### src/design/lfpd_pkg.sv
// Shared definitions for the line-follower PID motor drive.
// Field widths, configuration and pipeline control types, width helpers.
// Depends on nothing; every other design file imports it.
package lfpd_pkg;

    localparam int IN_W       = 4;
    localparam int DUTY_OUT_W = 10;
    localparam int ERR_W      = 10;
    localparam int GAIN_W     = 16;
    localparam int BASE_W     = 10;
    localparam int TRIM_W     = 11;
    localparam int SETTLE_W   = 16;
    localparam int TABLE_W    = 60;
    localparam int CNT_W      = 3;
    localparam int FRAC_BITS  = 8;
    localparam int CFG_IDX_W  = 3;
    localparam int CFG_DATA_W = 60;

    localparam int DEF_MAX_DUTY  = 1000;
    localparam int DEF_SUM_LIMIT = 100;

    localparam logic signed [GAIN_W-1:0]   RST_GAIN_P   = 16'sd256;
    localparam logic signed [GAIN_W-1:0]   RST_GAIN_I   = 16'sd0;
    localparam logic signed [GAIN_W-1:0]   RST_GAIN_D   = 16'sd0;
    localparam logic        [BASE_W-1:0]   RST_BASE     = 10'd500;
    localparam logic signed [TRIM_W-1:0]   RST_TRIM     = 11'sd0;
    localparam logic        [SETTLE_W-1:0] RST_SETTLE   = 16'd0;
    localparam logic        [TABLE_W-1:0]  RST_TABLE    = 60'd0;

    typedef struct packed {
        logic signed [GAIN_W-1:0]   gain_p;
        logic signed [GAIN_W-1:0]   gain_i;
        logic signed [GAIN_W-1:0]   gain_d;
        logic        [BASE_W-1:0]   base_speed;
        logic signed [TRIM_W-1:0]   right_trim;
        logic        [SETTLE_W-1:0] settle_ticks;
        logic        [TABLE_W-1:0]  error_table;
    } cfg_t;

    typedef struct packed {
        logic ld_b;
        logic ld_c;
        logic ld_d;
        logic ld_e;
    } pipe_ctl_t;

    function automatic int max2(input int a, input int b);
        return (a > b) ? a : b;
    endfunction

    function automatic int sum_w(input int lim);
        return $clog2(lim + 1) + 1;
    endfunction

    function automatic int acc_w(input int sw);
        return max2(GAIN_W + ERR_W + 1, GAIN_W + sw) + 2;
    endfunction

    function automatic int pid_w(input int sw);
        return acc_w(sw) - FRAC_BITS;
    endfunction

    function automatic int spd_w(input int pw, input int duty);
        return max2(max2(pw, TRIM_W), $clog2(duty + 1) + 1) + 2;
    endfunction

endpackage

### src/design/lfpd_if.sv
// Handshake channels of the line-follower PID motor drive.
// Sensor channel in, duty channel out; widths come from lfpd_pkg.
interface lfpd_in_if;
    import lfpd_pkg::*;

    logic            valid;
    logic            ready;
    logic [IN_W-1:0] sensor_bits;

    modport source (output valid, output sensor_bits, input ready);
    modport sink (input valid, input sensor_bits, output ready);
endinterface

interface lfpd_out_if;
    import lfpd_pkg::*;

    logic                  valid;
    logic                  ready;
    logic [DUTY_OUT_W-1:0] fwd_left;
    logic [DUTY_OUT_W-1:0] rev_left;
    logic [DUTY_OUT_W-1:0] fwd_right;
    logic [DUTY_OUT_W-1:0] rev_right;

    modport source (output valid, output fwd_left, output rev_left, output fwd_right,
                    output rev_right, input ready);
    modport sink (input valid, input fwd_left, input rev_left, input fwd_right,
                  input rev_right, output ready);
endinterface

### src/design/lfpd_err.sv
// Line error tracking: sensor hold, crossing count, error table lookup, integral.
// Holds all control state of the tick and the difference register of stage B.
// Depends on lfpd_pkg.
module lfpd_err #(
    parameter int SUM_LIMIT = lfpd_pkg::DEF_SUM_LIMIT
) (
    input  logic                                      clk,
    input  logic                                      rst_n,
    input  lfpd_pkg::pipe_ctl_t                       ctl,
    input  lfpd_pkg::cfg_t                            cfg,
    input  logic [lfpd_pkg::IN_W-1:0]                 sensor_bits,
    output logic signed [lfpd_pkg::ERR_W-1:0]         line_err,
    output logic signed [lfpd_pkg::sum_w(SUM_LIMIT)-1:0] err_sum,
    output logic signed [lfpd_pkg::ERR_W:0]           err_diff
);
    import lfpd_pkg::*;

    localparam int SUM_W = sum_w(SUM_LIMIT);
    localparam int SE_W  = max2(SUM_W, ERR_W) + 1;

    localparam logic signed [SE_W-1:0] LIM_HI = SE_W'(SUM_LIMIT);
    localparam logic signed [SE_W-1:0] LIM_LO = -LIM_HI;

    localparam logic [IN_W-1:0] PAT_NONE    = 4'h0;
    localparam logic [IN_W-1:0] PAT_OUTER_L = 4'h1;
    localparam logic [IN_W-1:0] PAT_INNER_L = 4'h2;
    localparam logic [IN_W-1:0] PAT_WIDE_L  = 4'h3;
    localparam logic [IN_W-1:0] PAT_INNER_R = 4'h4;
    localparam logic [IN_W-1:0] PAT_OUTER_R = 4'h8;
    localparam logic [IN_W-1:0] PAT_WIDE_R  = 4'hC;
    localparam logic [IN_W-1:0] PAT_ALL     = 4'hF;

    localparam int TBL_WIDE_L  = 0;
    localparam int TBL_WIDE_R  = 1;
    localparam int TBL_OUTER_L = 2;
    localparam int TBL_INNER_L = 3;
    localparam int TBL_INNER_R = 4;
    localparam int TBL_OUTER_R = 5;

    localparam logic [CNT_W-1:0] CROSS_LAST = 3'd3;
    localparam logic [CNT_W-1:0] CROSS_DONE = 3'd4;

    function automatic logic signed [ERR_W-1:0] tbl_entry(input logic [TABLE_W-1:0] tbl,
                                                          input int k);
        return signed'(tbl[k*ERR_W +: ERR_W]);
    endfunction

    logic        [IN_W-1:0]     held_reg;
    logic        [SETTLE_W-1:0] settle_reg;
    logic        [CNT_W-1:0]    cross_reg;
    logic signed [ERR_W-1:0]    err_reg;
    logic signed [SUM_W-1:0]    sum_reg;
    logic signed [ERR_W:0]      diff_reg;

    logic        [IN_W-1:0]     held_next;
    logic        [SETTLE_W-1:0] settle_next;
    logic        [CNT_W-1:0]    cross_next;
    logic signed [ERR_W-1:0]    err_next;
    logic signed [SUM_W-1:0]    sum_next;
    logic signed [SE_W-1:0]     sum_wide;
    logic signed [ERR_W-1:0]    t_inner_l;
    logic signed [ERR_W-1:0]    t_inner_r;

    always_comb
    begin
        t_inner_l   = tbl_entry(cfg.error_table, TBL_INNER_L);
        t_inner_r   = tbl_entry(cfg.error_table, TBL_INNER_R);
        held_next   = (settle_reg == '0) ? sensor_bits : held_reg;
        settle_next = (settle_reg == '0) ? '0 : settle_reg - SETTLE_W'(1);
        cross_next  = cross_reg;
        err_next    = err_reg;
        case (held_next)
            PAT_ALL:
            begin
                if (cross_reg < CROSS_LAST)
                begin
                    err_next    = '0;
                    cross_next  = cross_reg + CNT_W'(1);
                    settle_next = cfg.settle_ticks >> 2;
                end
                else if (cross_reg == CROSS_LAST)
                begin
                    err_next    = tbl_entry(cfg.error_table, TBL_WIDE_L);
                    cross_next  = CROSS_DONE;
                    settle_next = cfg.settle_ticks;
                end
            end
            PAT_WIDE_L:  err_next = tbl_entry(cfg.error_table, TBL_WIDE_L);
            PAT_WIDE_R:  err_next = tbl_entry(cfg.error_table, TBL_WIDE_R);
            PAT_OUTER_L: err_next = tbl_entry(cfg.error_table, TBL_OUTER_L);
            PAT_INNER_L: err_next = t_inner_l;
            PAT_INNER_R: err_next = t_inner_r;
            PAT_OUTER_R: err_next = tbl_entry(cfg.error_table, TBL_OUTER_R);
            PAT_NONE:
            begin
                if (!(err_reg < t_inner_l || err_reg > t_inner_r))
                begin
                    err_next = '0;
                end
            end
            default: ;
        endcase

        sum_wide = SE_W'(sum_reg) + SE_W'(err_next);
        if (sum_wide > LIM_HI)
        begin
            sum_next = SUM_W'(LIM_HI);
        end
        else if (sum_wide < LIM_LO)
        begin
            sum_next = SUM_W'(LIM_LO);
        end
        else
        begin
            sum_next = SUM_W'(sum_wide);
        end
    end

    always_ff @(posedge clk or negedge rst_n)
    begin
        if (!rst_n)
        begin
            held_reg   <= '0;
            settle_reg <= '0;
            cross_reg  <= '0;
            err_reg    <= '0;
            sum_reg    <= '0;
        end
        else if (ctl.ld_b)
        begin
            held_reg   <= held_next;
            settle_reg <= settle_next;
            cross_reg  <= cross_next;
            err_reg    <= err_next;
            sum_reg    <= sum_next;
        end
    end

    always_ff @(posedge clk)
    begin
        if (ctl.ld_b)
        begin
            diff_reg <= (ERR_W+1)'(err_next) - (ERR_W+1)'(err_reg);
        end
    end

    assign line_err = err_reg;
    assign err_sum  = sum_reg;
    assign err_diff = diff_reg;

endmodule

### src/design/lfpd_pid.sv
// PID term: three gain products in stage C, their sum scaled by 1/256 toward zero in D.
// Depends on lfpd_pkg.
module lfpd_pid #(
    parameter int SUM_LIMIT = lfpd_pkg::DEF_SUM_LIMIT
) (
    input  logic                                         clk,
    input  lfpd_pkg::pipe_ctl_t                          ctl,
    input  lfpd_pkg::cfg_t                               cfg,
    input  logic signed [lfpd_pkg::ERR_W-1:0]            line_err,
    input  logic signed [lfpd_pkg::sum_w(SUM_LIMIT)-1:0] err_sum,
    input  logic signed [lfpd_pkg::ERR_W:0]              err_diff,
    output logic signed [lfpd_pkg::pid_w(lfpd_pkg::sum_w(SUM_LIMIT))-1:0] pid
);
    import lfpd_pkg::*;

    localparam int SUM_W = sum_w(SUM_LIMIT);
    localparam int P_W   = GAIN_W + ERR_W;
    localparam int I_W   = GAIN_W + SUM_W;
    localparam int D_W   = GAIN_W + ERR_W + 1;
    localparam int ACC_W = acc_w(SUM_W);
    localparam int PID_W = pid_w(SUM_W);

    localparam logic signed [ACC_W-1:0] ROUND_ADD = ACC_W'((1 << FRAC_BITS) - 1);

    logic signed [P_W-1:0]   p_prod_reg;
    logic signed [I_W-1:0]   i_prod_reg;
    logic signed [D_W-1:0]   d_prod_reg;
    logic signed [PID_W-1:0] pid_reg;
    logic signed [ACC_W-1:0] acc;
    logic signed [ACC_W-1:0] acc_adj;

    always_ff @(posedge clk)
    begin
        if (ctl.ld_c)
        begin
            p_prod_reg <= P_W'(cfg.gain_p) * P_W'(line_err);
            i_prod_reg <= I_W'(cfg.gain_i) * I_W'(err_sum);
            d_prod_reg <= D_W'(cfg.gain_d) * D_W'(err_diff);
        end
    end

    always_comb
    begin
        acc     = ACC_W'(p_prod_reg) + ACC_W'(i_prod_reg) + ACC_W'(d_prod_reg);
        acc_adj = acc[ACC_W-1] ? acc + ROUND_ADD : acc;
    end

    always_ff @(posedge clk)
    begin
        if (ctl.ld_d)
        begin
            pid_reg <= PID_W'(acc_adj >>> FRAC_BITS);
        end
    end

    assign pid = pid_reg;

endmodule

### src/design/lfpd_drive.sv
// Wheel speeds from base speed, PID term and right trim, clamped and split into
// forward and reverse duties in the output register (stage E). Depends on lfpd_pkg.
module lfpd_drive #(
    parameter int MAX_DUTY  = lfpd_pkg::DEF_MAX_DUTY,
    parameter int SUM_LIMIT = lfpd_pkg::DEF_SUM_LIMIT
) (
    input  logic                                   clk,
    input  lfpd_pkg::pipe_ctl_t                    ctl,
    input  lfpd_pkg::cfg_t                         cfg,
    input  logic signed [lfpd_pkg::pid_w(lfpd_pkg::sum_w(SUM_LIMIT))-1:0] pid,
    output logic [lfpd_pkg::DUTY_OUT_W-1:0]        fwd_left,
    output logic [lfpd_pkg::DUTY_OUT_W-1:0]        rev_left,
    output logic [lfpd_pkg::DUTY_OUT_W-1:0]        fwd_right,
    output logic [lfpd_pkg::DUTY_OUT_W-1:0]        rev_right
);
    import lfpd_pkg::*;

    localparam int PID_W = pid_w(sum_w(SUM_LIMIT));
    localparam int SPD_W = spd_w(PID_W, MAX_DUTY);

    localparam logic signed [SPD_W-1:0] DUTY_HI = SPD_W'(MAX_DUTY);
    localparam logic signed [SPD_W-1:0] DUTY_LO = -DUTY_HI;

    function automatic logic signed [SPD_W-1:0] clamp_duty(input logic signed [SPD_W-1:0] v);
        if (v > DUTY_HI)
        begin
            return DUTY_HI;
        end
        else if (v < DUTY_LO)
        begin
            return DUTY_LO;
        end
        return v;
    endfunction

    logic signed [SPD_W-1:0]      base_s;
    logic signed [SPD_W-1:0]      left_spd;
    logic signed [SPD_W-1:0]      right_spd;
    logic signed [SPD_W-1:0]      left_neg;
    logic signed [SPD_W-1:0]      right_neg;
    logic [DUTY_OUT_W-1:0]        fwd_left_reg;
    logic [DUTY_OUT_W-1:0]        rev_left_reg;
    logic [DUTY_OUT_W-1:0]        fwd_right_reg;
    logic [DUTY_OUT_W-1:0]        rev_right_reg;

    always_comb
    begin
        base_s    = SPD_W'(signed'({1'b0, cfg.base_speed}));
        left_spd  = clamp_duty(base_s - SPD_W'(pid));
        right_spd = clamp_duty(base_s + SPD_W'(pid) - SPD_W'(cfg.right_trim));
        left_neg  = -left_spd;
        right_neg = -right_spd;
    end

    always_ff @(posedge clk)
    begin
        if (ctl.ld_e)
        begin
            fwd_left_reg  <= left_spd[SPD_W-1] ? '0 : left_spd[DUTY_OUT_W-1:0];
            rev_left_reg  <= left_spd[SPD_W-1] ? left_neg[DUTY_OUT_W-1:0] : '0;
            fwd_right_reg <= right_spd[SPD_W-1] ? '0 : right_spd[DUTY_OUT_W-1:0];
            rev_right_reg <= right_spd[SPD_W-1] ? right_neg[DUTY_OUT_W-1:0] : '0;
        end
    end

    assign fwd_left  = fwd_left_reg;
    assign rev_left  = rev_left_reg;
    assign fwd_right = fwd_right_reg;
    assign rev_right = rev_right_reg;

endmodule

### src/design/line_follow_pid_motor_drive.sv
// Top level of the line-follower PID motor drive: configuration registers,
// input register, pipeline valid and ready control. Depends on lfpd_pkg,
// lfpd_if, lfpd_err, lfpd_pid and lfpd_drive.
//
// One beat on sensor_in carries the four line-sensor bits of one control tick.
// Each tick yields exactly one beat on drive_out with the forward and reverse
// duty compare values of both wheels. The configuration port writes one register
// per cycle while cfg_wr_en is high. Use it only while no tick is in flight; the block does not check this.
//
// The datapath is a five-stage pipeline: input register, error and integral
// update, gain products, scaled PID sum, and the output register. A sensor beat
// passes through these stages in that order before its result appears on
// drive_out, and one tick is accepted every cycle while drive_out is not stalled.
// The error state is updated once per tick, so consecutive ticks follow without a gap.
//
// When drive_out is stalled, each stage keeps its beat and the pipeline fills;
// sensor_in.ready drops only once all five stages hold a beat. Reset clears all
// pipeline valid bits, the control state and the config registers to their defaults.
module line_follow_pid_motor_drive #(
    parameter int MAX_DUTY  = lfpd_pkg::DEF_MAX_DUTY,
    parameter int SUM_LIMIT = lfpd_pkg::DEF_SUM_LIMIT
) (
    input  logic                              clk,
    input  logic                              rst_n,
    input  logic                              cfg_wr_en,
    input  logic [lfpd_pkg::CFG_IDX_W-1:0]    cfg_index,
    input  logic [lfpd_pkg::CFG_DATA_W-1:0]   cfg_data,
    lfpd_in_if.sink                           sensor_in,
    lfpd_out_if.source                        drive_out
);
    import lfpd_pkg::*;

    localparam int SUM_W = sum_w(SUM_LIMIT);
    localparam int PID_W = pid_w(SUM_W);

    localparam logic [CFG_IDX_W-1:0] REG_GAIN_P = 3'd0;
    localparam logic [CFG_IDX_W-1:0] REG_GAIN_I = 3'd1;
    localparam logic [CFG_IDX_W-1:0] REG_GAIN_D = 3'd2;
    localparam logic [CFG_IDX_W-1:0] REG_BASE   = 3'd3;
    localparam logic [CFG_IDX_W-1:0] REG_TRIM   = 3'd4;
    localparam logic [CFG_IDX_W-1:0] REG_SETTLE = 3'd5;
    localparam logic [CFG_IDX_W-1:0] REG_TABLE  = 3'd6;

    cfg_t                    cfg_reg;
    logic [IN_W-1:0]         sensor_reg;
    logic                    va_reg;
    logic                    vb_reg;
    logic                    vc_reg;
    logic                    vd_reg;
    logic                    ve_reg;
    logic                    va_next;
    logic                    vb_next;
    logic                    vc_next;
    logic                    vd_next;
    logic                    ve_next;
    logic                    rdy_a;
    logic                    rdy_b;
    logic                    rdy_c;
    logic                    rdy_d;
    logic                    rdy_e;
    logic                    ld_a;
    pipe_ctl_t               ctl;
    logic signed [ERR_W-1:0] line_err;
    logic signed [SUM_W-1:0] err_sum;
    logic signed [ERR_W:0]   err_diff;
    logic signed [PID_W-1:0] pid;

    always_ff @(posedge clk or negedge rst_n)
    begin
        if (!rst_n)
        begin
            cfg_reg.gain_p       <= RST_GAIN_P;
            cfg_reg.gain_i       <= RST_GAIN_I;
            cfg_reg.gain_d       <= RST_GAIN_D;
            cfg_reg.base_speed   <= RST_BASE;
            cfg_reg.right_trim   <= RST_TRIM;
            cfg_reg.settle_ticks <= RST_SETTLE;
            cfg_reg.error_table  <= RST_TABLE;
        end
        else if (cfg_wr_en)
        begin
            case (cfg_index)
                REG_GAIN_P: cfg_reg.gain_p       <= signed'(cfg_data[GAIN_W-1:0]);
                REG_GAIN_I: cfg_reg.gain_i       <= signed'(cfg_data[GAIN_W-1:0]);
                REG_GAIN_D: cfg_reg.gain_d       <= signed'(cfg_data[GAIN_W-1:0]);
                REG_BASE:   cfg_reg.base_speed   <= cfg_data[BASE_W-1:0];
                REG_TRIM:   cfg_reg.right_trim   <= signed'(cfg_data[TRIM_W-1:0]);
                REG_SETTLE: cfg_reg.settle_ticks <= cfg_data[SETTLE_W-1:0];
                REG_TABLE:  cfg_reg.error_table  <= cfg_data[TABLE_W-1:0];
                default: ;
            endcase
        end
    end

    always_comb
    begin
        rdy_e = !ve_reg || drive_out.ready;
        rdy_d = !vd_reg || rdy_e;
        rdy_c = !vc_reg || rdy_d;
        rdy_b = !vb_reg || rdy_c;
        rdy_a = !va_reg || rdy_b;

        ld_a     = sensor_in.valid && rdy_a;
        ctl.ld_b = va_reg && rdy_b;
        ctl.ld_c = vb_reg && rdy_c;
        ctl.ld_d = vc_reg && rdy_d;
        ctl.ld_e = vd_reg && rdy_e;

        va_next = ld_a     || (va_reg && !ctl.ld_b);
        vb_next = ctl.ld_b || (vb_reg && !ctl.ld_c);
        vc_next = ctl.ld_c || (vc_reg && !ctl.ld_d);
        vd_next = ctl.ld_d || (vd_reg && !ctl.ld_e);
        ve_next = ctl.ld_e || (ve_reg && !drive_out.ready);
    end

    always_ff @(posedge clk or negedge rst_n)
    begin
        if (!rst_n)
        begin
            va_reg <= 1'b0;
            vb_reg <= 1'b0;
            vc_reg <= 1'b0;
            vd_reg <= 1'b0;
            ve_reg <= 1'b0;
        end
        else
        begin
            va_reg <= va_next;
            vb_reg <= vb_next;
            vc_reg <= vc_next;
            vd_reg <= vd_next;
            ve_reg <= ve_next;
        end
    end

    always_ff @(posedge clk)
    begin
        if (ld_a)
        begin
            sensor_reg <= sensor_in.sensor_bits;
        end
    end

    assign sensor_in.ready = rdy_a;
    assign drive_out.valid = ve_reg;

    lfpd_err #(
        .SUM_LIMIT (SUM_LIMIT)
    ) u_err (
        .clk         (clk),
        .rst_n       (rst_n),
        .ctl         (ctl),
        .cfg         (cfg_reg),
        .sensor_bits (sensor_reg),
        .line_err    (line_err),
        .err_sum     (err_sum),
        .err_diff    (err_diff)
    );

    lfpd_pid #(
        .SUM_LIMIT (SUM_LIMIT)
    ) u_pid (
        .clk      (clk),
        .ctl      (ctl),
        .cfg      (cfg_reg),
        .line_err (line_err),
        .err_sum  (err_sum),
        .err_diff (err_diff),
        .pid      (pid)
    );

    lfpd_drive #(
        .MAX_DUTY  (MAX_DUTY),
        .SUM_LIMIT (SUM_LIMIT)
    ) u_drive (
        .clk       (clk),
        .ctl       (ctl),
        .cfg       (cfg_reg),
        .pid       (pid),
        .fwd_left  (drive_out.fwd_left),
        .rev_left  (drive_out.rev_left),
        .fwd_right (drive_out.fwd_right),
        .rev_right (drive_out.rev_right)
    );

endmodule

### src/flat_wrapper.sv
// flat-port wrapper written by rule: the top's interface ports become plain ports
module line_follow_pid_motor_drive_flat import lfpd_pkg::*;
#(
    parameter int MAX_DUTY  = lfpd_pkg::DEF_MAX_DUTY,
    parameter int SUM_LIMIT = lfpd_pkg::DEF_SUM_LIMIT
)
  (clk, rst_n, cfg_wr_en, cfg_index, cfg_data, sensor_in_valid, sensor_in_sensor_bits, sensor_in_ready, drive_out_valid, drive_out_fwd_left, drive_out_rev_left, drive_out_fwd_right, drive_out_rev_right, drive_out_ready);
  lfpd_in_if sensor_in_i ();
  lfpd_out_if drive_out_i ();
  input  logic clk;
  input  logic rst_n;
  input  logic cfg_wr_en;
  input  logic [lfpd_pkg::CFG_IDX_W-1:0] cfg_index;
  input  logic [lfpd_pkg::CFG_DATA_W-1:0] cfg_data;
  input wire logic [$bits(sensor_in_i.valid)-1:0] sensor_in_valid;
  input wire logic [$bits(sensor_in_i.sensor_bits)-1:0] sensor_in_sensor_bits;
  output wire logic [$bits(sensor_in_i.ready)-1:0] sensor_in_ready;
  output wire logic [$bits(drive_out_i.valid)-1:0] drive_out_valid;
  output wire logic [$bits(drive_out_i.fwd_left)-1:0] drive_out_fwd_left;
  output wire logic [$bits(drive_out_i.rev_left)-1:0] drive_out_rev_left;
  output wire logic [$bits(drive_out_i.fwd_right)-1:0] drive_out_fwd_right;
  output wire logic [$bits(drive_out_i.rev_right)-1:0] drive_out_rev_right;
  input wire logic [$bits(drive_out_i.ready)-1:0] drive_out_ready;
  assign sensor_in_i.valid = sensor_in_valid;
  assign sensor_in_i.sensor_bits = sensor_in_sensor_bits;
  assign sensor_in_ready = sensor_in_i.ready;
  assign drive_out_valid = drive_out_i.valid;
  assign drive_out_fwd_left = drive_out_i.fwd_left;
  assign drive_out_rev_left = drive_out_i.rev_left;
  assign drive_out_fwd_right = drive_out_i.fwd_right;
  assign drive_out_rev_right = drive_out_i.rev_right;
  assign drive_out_i.ready = drive_out_ready;
  line_follow_pid_motor_drive #(.MAX_DUTY(MAX_DUTY), .SUM_LIMIT(SUM_LIMIT)) u_core (.clk(clk), .rst_n(rst_n), .cfg_wr_en(cfg_wr_en), .cfg_index(cfg_index), .cfg_data(cfg_data), .sensor_in(sensor_in_i), .drive_out(drive_out_i));
endmodule
### config.mk
export PLATFORM = sky130hd
export DESIGN_NAME = line_follow_pid_motor_drive_flat
export DESIGN_NICKNAME = d
export VERILOG_FILES = /design/src/design/lfpd_pkg.sv /design/src/design/lfpd_if.sv /design/src/design/lfpd_err.sv /design/src/design/lfpd_pid.sv /design/src/design/lfpd_drive.sv /design/src/design/line_follow_pid_motor_drive.sv /design/src/flat_wrapper.sv
export SDC_FILE = /design/constraint.sdc
export NUM_CORES = 2
export LEC_CHECK = 0
export ABC_AREA = 1
export BUFFER_PORTS_ARGS = -buffer_cell sky130_fd_sc_hd__buf_2
export CAP_MARGIN = 20
export CORE_MARGIN = 3
export CORE_UTILIZATION = 50
export CTS_CLUSTER_DIAMETER = 100
export DETAILED_ROUTE_END_ITERATION = 8
export PLACE_DENSITY = 0.69
export SYNTH_ARGS = -nofsm -noshare
export SYNTH_HDL_FRONTEND = slang
export SYNTH_SLANG_ARGS = --single-unit
### constraint.sdc
create_clock -name clk -period 5.2 [get_ports clk]
set_clock_uncertainty 0.05 [all_clocks]
set_input_delay 0.26 -clock clk [delete_from_list [all_inputs] [get_ports clk]]
set_output_delay 0.26 -clock clk [all_outputs]
set_load 0.01 [all_outputs]
* Word-level counts from Yosys, hierarchy flattened *
Index checks and enable logic that the tools add are counted.
Widths: inputs -> output; s select.

word-level totals
  bits in registers = 344
  word-level logic and storage cells = 133

cells by class
  $add $sub $neg = 12
  $mul = 3
  $lt $le $gt $ge = 9
  equality and inequality tests = 14
  muxes and demuxes = 24
  reductions and logical operators = 43

operator list
  operator               count
  $mux 23                6
  $pmux 10 s8            1
  $mux 16                4
  $gt 23x11->1 const B   2
  $lt 23x11->1 const B   2
  $mux 10                3
  $add 28x9->29 const B  1
  $add 27x27->28         1
  $mux 28                1
  $add 26x24->27         1
  $mul 16x11->27         1
  $mul 16x10->26         1
  $mul 16x8->24          1
  $sub 22x11->23         1
  $add 11x21->22         1
  $sub 11x21->22         1
  $neg 10->10            2
  $logic_not 16->1       1
  $mux 8                 2
  $sub 16x1->16 const B  1
  $reduce_and 2->1       7
  $eq 4x4->1 const B     3
  $add 8x10->11          1
  $gt 11x8->1 const B    1
  22 further kinds       59

* Logic depth before layout (Yosys ltp) *
  depth in word-level cells = 9
  gate-level depth with buffers = 31
  mapped depth without buffers = 31

* Modules after synthesis *
A second synthesis with hierarchy kept.

second synthesis, totals
  cells, all modules = 5222
  area, all modules = 40020.9 um2

by module, submodules not included
  module                       times used  cells an instance  area each (um2)
  lfpd_pid                     1           2922               23430.0
  line_follow_pid_motor_drive  1           575                5723.0
  lfpd_drive                   1           917                5596.6
  lfpd_err                     1           808                5271.3

* Least setup slack after synthesis *
OpenSTA, ideal clock, no wires.

  kind = reg-to-reg
  start = register u_core.u_err.diff_reg[4], in the netlist u_core.u_err.err_diff[4]
  end = register u_core.u_pid.d_prod_reg[26] (data pin)
  setup time = 262 ps
  arrival = 5343 ps
  required time = 4888 ps
  setup slack = -456 ps
  cell stages (with the launch flop) = 21
  cells stage by stage = edfxtp_1 clkbuf_1 clkbuf_1 nand2_1 fa_1 inv_1 fa_1 inv_1 fa_1 inv_1 fa_1 fa_1 ha_1 nand2_1 o21ai_0 a21oi_1 o21ai_0 a21oi_1 o21ai_0 a21oi_1 xor2_1

on the way
  longest elaborated chain between the ends = 1

ends and longest elaborated chain
  item                    line             text
  from (decl)             lfpd_err.sv:53   logic signed [ERR_W:0] diff_reg;
  from (signal assigned)  lfpd_err.sv:143  diff_reg <= (ERR_W+1)'(err_next) - (ERR_W+1)'(err_reg);
  $mul 16x11->27          lfpd_pid.sv:38   d_prod_reg <= D_W'(cfg.gain_d) * D_W'(err_diff);
  to (signal assigned)    lfpd_pid.sv:38
  to (decl)               lfpd_pid.sv:27   logic signed [D_W-1:0] d_prod_reg;

Every way passes these cells.
A chain may end at the register's enable or synchronous reset.

* Final worst setup path *
  start = register u_core.u_err.diff_reg[2], in the netlist u_core.u_err.err_diff[2]
  end = register u_core.u_pid.d_prod_reg[25] (data pin)

The elaborated chain is that of the path after synthesis.

==> impl_results.md <==
- Category of cells accounting for the largest share of critical-path delay: adder cells
- Total cell area at the placement stage: ~0.040 mm2
- Sequential share of the synthesized area: 0.2507
- Prevailing post-synth register cell: sky130_fd_sc_hd__dfrtp_1
- Number of search-and-repair iterations in the first detailed-routing pass: 5
- Top cell by count, worst path: sky130_fd_sc_hd__fa_1
- Type of the worst setup path: reg2reg
- Cells after synthesis: about 4600
- Number of hold violations in the final report: 0
- Number of nets produced by synthesis: between 5000 and 6000
- Setup repair after global routing missed its margin: yes
- Routed wire length: 99.96 mm
- Post-synth EDFFs: 153
- Number of buffers on the longest clock path: 3
- Violated checks: setup timing
- Maximum fanout encountered on the critical timing path: 6
- H-tree depth: 2
- Crit start category: flop
- Final worst slack: -14.33 ps
- Delay of the slowest cell on the worst path: 540 ps
- # setup viols final: 2
- Max-Slew Margin vs Limit: 0.3286
- Routed wire length per instance: about 17 um
- Number of DRC markers in iteration 0: slightly below 2000
- First-pass GRT wire length: between 150 and 200 mm
- TritonCTS clock tree: done
- Clock sink total: approximately 340
- Worst slew pin tran: between 1000 and 1500 ps
- Number of fill cells: roughly 6500
- Required time of the worst setup path: 5500 ps
- Kind of capture point of the worst setup path: flop
- Number of buffers inserted by port buffering: ~110
- Clock insertion delay at the later pin of the skew report: between 600 and 700 ps
- Cell at the root of the clock tree: sky130_fd_sc_hd__clkbuf_16
- Remaining number of nets flagged by the antenna check after routing: 0
- Post-detailed-route via-to-cell ratio: just over 5
- Crit path buf inv count: 5
- Area of the mapped netlist: approximately 0.037 mm2
- Post-route DRC violation count: 0
- Final count of pins violating max slew: 0
- Relative area change from synthesis to final layout: 16.43%
- Vias post-DR: just over 30000
- Worst hold path type: in2reg
- CP max-delay cell: sky130_fd_sc_hd__fa_1
- Pin count of the biggest net entering global routing: between 100 and 150
- Non-Filler Cell Area, Final: ~0.044 mm2
- Final std cells w/o fill: 5914
- Post-detailed-placement half-perimeter wirelength: between 70 and 80 mm
- Clock transition at the registers of the reported paths: 60 ps
- Core area: 0.07358 mm2
- Global Route Usage Sum: 0.2588
- Effective utilization at floorplan: 0.5087
- Gp weighted congestion: 0.8947
- Result of the run: finished with violations
- Max reg flops: between 100 and 150
- Fin nets: between 5000 and 6000
- Maximum frequency from static timing analysis: between 150 and 200 MHz
- Worst path cell trace: buf_6, buf_12, nand2_4, fa_1, fa_1, inv_2, fa_1, inv_2, fa_1, inv_2, fa_1, ha_4, a21oi_2, o211ai_1, nand3_1, nand2_2, nand2_1, o211ai_1, nand3_1, nand2_2, a21oi_2, xor2_1
- Vias in the first global route: just over 30000
- Total grt overflow: 0
- Post-route clock period utilization: 1.003
- Distinct cell type count of the synthesized netlist: 57
- Final setup TNS: -17.38 ps
- CTS Buf Count: 43
- Post-Syn Area per Cell: about 8 um2
- Fraction of final layout cells sized beyond drive strength 1: 0.1407
- Placement row count: 99
- Height of the die: about 280 um
- Fraction of synthesis flops using an asynchronous set or reset pin: 0.5552
- Die W: around 280 um
- Worst path arrival time: roughly 5500 ps
- Area occupied by multi-input gates: 0.02443 mm2
- Die Footprint: slightly below 0.08 mm2
- Flip-flop and latch count after synthesis: ~340
- Initial antenna violation count: 9
- Number of instances in the placed design: 5730
- Final standard cell utilization of the core: 0.5923
- Yosys warnings: 0
- Count of max-cap constraint violations: 0
- Area used by sequential logic in the layout: around 0.0094 mm2
- I/O pin count: approximately 110
- Crit path time final: around 5200 ps
cells in the mapped netlist (43+ instances only):
| cell type | count | share of area |
|---|---|---|
| sky130_fd_sc_hd__a21oi_1 | 215 | 0.029 |
| sky130_fd_sc_hd__ha_1 | 277 | 0.093 |
| sky130_fd_sc_hd__nand2_1 | 1102 | 0.11 |
| sky130_fd_sc_hd__clkbuf_1 | 134 | 0.013 |
| sky130_fd_sc_hd__nor2_1 | 269 | 0.027 |
| sky130_fd_sc_hd__xor2_1 | 84 | 0.020 |
| sky130_fd_sc_hd__dfrtp_1 | 184 | 0.12 |
| sky130_fd_sc_hd__edfxtp_1 | 153 | 0.12 |
| sky130_fd_sc_hd__inv_1 | 1018 | 0.10 |
| sky130_fd_sc_hd__or2_2 | 43 | 0.0072 |
| sky130_fd_sc_hd__fa_1 | 445 | 0.24 |
| sky130_fd_sc_hd__o21ai_0 | 178 | 0.024 |
| sky130_fd_sc_hd__xnor2_1 | 66 | 0.015 |
| sky130_fd_sc_hd__nand3_1 | 145 | 0.019 |
worst reg2reg max path: stages, from the launching register on:
cell	delay, ps
sky130_fd_sc_hd__edfxtp_1	380
sky130_fd_sc_hd__buf_6	150
sky130_fd_sc_hd__buf_12	140
sky130_fd_sc_hd__nand2_4	60
sky130_fd_sc_hd__fa_1	430
sky130_fd_sc_hd__fa_1	520
sky130_fd_sc_hd__inv_2	50
sky130_fd_sc_hd__fa_1	540
sky130_fd_sc_hd__inv_2	40
sky130_fd_sc_hd__fa_1	510
sky130_fd_sc_hd__inv_2	40
sky130_fd_sc_hd__fa_1	520
sky130_fd_sc_hd__ha_4	310
sky130_fd_sc_hd__a21oi_2	60
sky130_fd_sc_hd__o211ai_1	280
sky130_fd_sc_hd__nand3_1	140
sky130_fd_sc_hd__nand2_2	90
sky130_fd_sc_hd__nand2_1	50
sky130_fd_sc_hd__o211ai_1	110
sky130_fd_sc_hd__nand3_1	120
sky130_fd_sc_hd__nand2_2	130
sky130_fd_sc_hd__a21oi_2	70
sky130_fd_sc_hd__xor2_1	170
path summary, 6_finish.rpt:
kind	start	endpoint	slack [ps]	depth (start not counted)
max	u_core.u_err.err_diff[2]	u_core.u_pid.d_prod_reg[25]	-10	22
min reg2reg	u_core.cfg_reg[13]	u_core.cfg_reg[13]	440	2
min	cfg_data[14]	u_core.cfg_reg[14]	150	3
max reg2reg	u_core.u_err.err_diff[2]	u_core.u_pid.d_prod_reg[25]	-10	22
min in group asynchronous	rst_n	u_core.cfg_reg[126]	260	2
max in group asynchronous	rst_n	u_core.cfg_reg[135]	3350	3
routing by layer:
metal | routed length (um) | share of wire | track usage | vias up
li1 | - | - | - | 14770
met1 | 40740 | 0.41 | 0.3242 | 14750
met2 | 48470 | 0.48 | 0.4395 | 888
met3 | 5610 | 0.056 | 0.04042 | 226
met4 | 5083 | 0.051 | 0.1262 | 8
met5 | 56 | 0.00056 | 0 | -
timing repair:
action	CTS	global route
cloned	1	3
hold endpoints to repair	144	0
buffers inserted	10	30
gates resized for setup	47	157
pin swaps	57	151
endpoints found under the setup margin	14	32
hold buffers	51	0
per-stage QoR:
stage,worst slack (ps),hold WS (ps)
2_1_floorplan,1.175,-85.59
3_3_place_gp,-194.6,379.2
3_5_place_dp,-260.0,372.6
4_1_cts,-8.457,134.0
5_1_grt,-188.9,140.1
6_report,-14.33,146.3
cell type report:
type                    count  share of cell area
diodes                      8           0.0004594
inverters                1020             0.08791
flip-flops and latches    344              0.2158
clock inverters            28            0.006259
repair inverters            1           0.0001723
multi-input cells        3081              0.5605
well taps                 959             0.02753
repair buffers            421             0.07516
clock buffers              52             0.02615
kinds of logic (layout without fill, tap and decap cells):
logic type | Yosys count | in the layout | synth area share
XOR/XNOR | 150 | 150 | 0.03510
AO/OA/AOI/OAI | 539 | 539 | 0.08193
adder cells (fa/ha/maj) | 722 | 722 | 0.3306
AND/OR/NAND/NOR | 1669 | 1669 | 0.1832
multiplexers | 1 | 1 | 0.0003008
other | 0 | 8 | 0
flip-flops | 344 | 344 | 0.2507
buffers and inverters | 1172 | 1522 | 0.1182
cell usage in the layout, fill, tap and decap left out, types with 11 or more instances in the layout:
master / instances
sky130_fd_sc_hd__a21oi_1: 191
sky130_fd_sc_hd__a21oi_2: 20
sky130_fd_sc_hd__a31oi_1: 14
sky130_fd_sc_hd__buf_2: 112
sky130_fd_sc_hd__buf_4: 226
sky130_fd_sc_hd__buf_6: 17
sky130_fd_sc_hd__clkbuf_16: 46
sky130_fd_sc_hd__dfrtp_1: 166
sky130_fd_sc_hd__dfrtp_2: 18
sky130_fd_sc_hd__dlygate4sd3_1: 51
sky130_fd_sc_hd__edfxtp_1: 153
sky130_fd_sc_hd__fa_1: 435
sky130_fd_sc_hd__ha_1: 246
sky130_fd_sc_hd__ha_4: 26
sky130_fd_sc_hd__inv_1: 997
sky130_fd_sc_hd__inv_2: 21
sky130_fd_sc_hd__nand2_1: 1080
sky130_fd_sc_hd__nand2_2: 20
sky130_fd_sc_hd__nand3_1: 141
sky130_fd_sc_hd__nand3b_1: 13
sky130_fd_sc_hd__nand4_1: 30
sky130_fd_sc_hd__nor2_1: 262
sky130_fd_sc_hd__nor2_2: 12
sky130_fd_sc_hd__nor3_1: 30
sky130_fd_sc_hd__o21a_1: 11
sky130_fd_sc_hd__o21ai_0: 159
sky130_fd_sc_hd__o21ai_1: 22
sky130_fd_sc_hd__o21ai_2: 14
sky130_fd_sc_hd__o22ai_1: 27
sky130_fd_sc_hd__or2_2: 33
sky130_fd_sc_hd__xnor2_1: 64
sky130_fd_sc_hd__xor2_1: 84
Power is left out: the tool's default activity adds up to more than one toggle a clock period on the data nets, which glitch-free logic cannot reach.
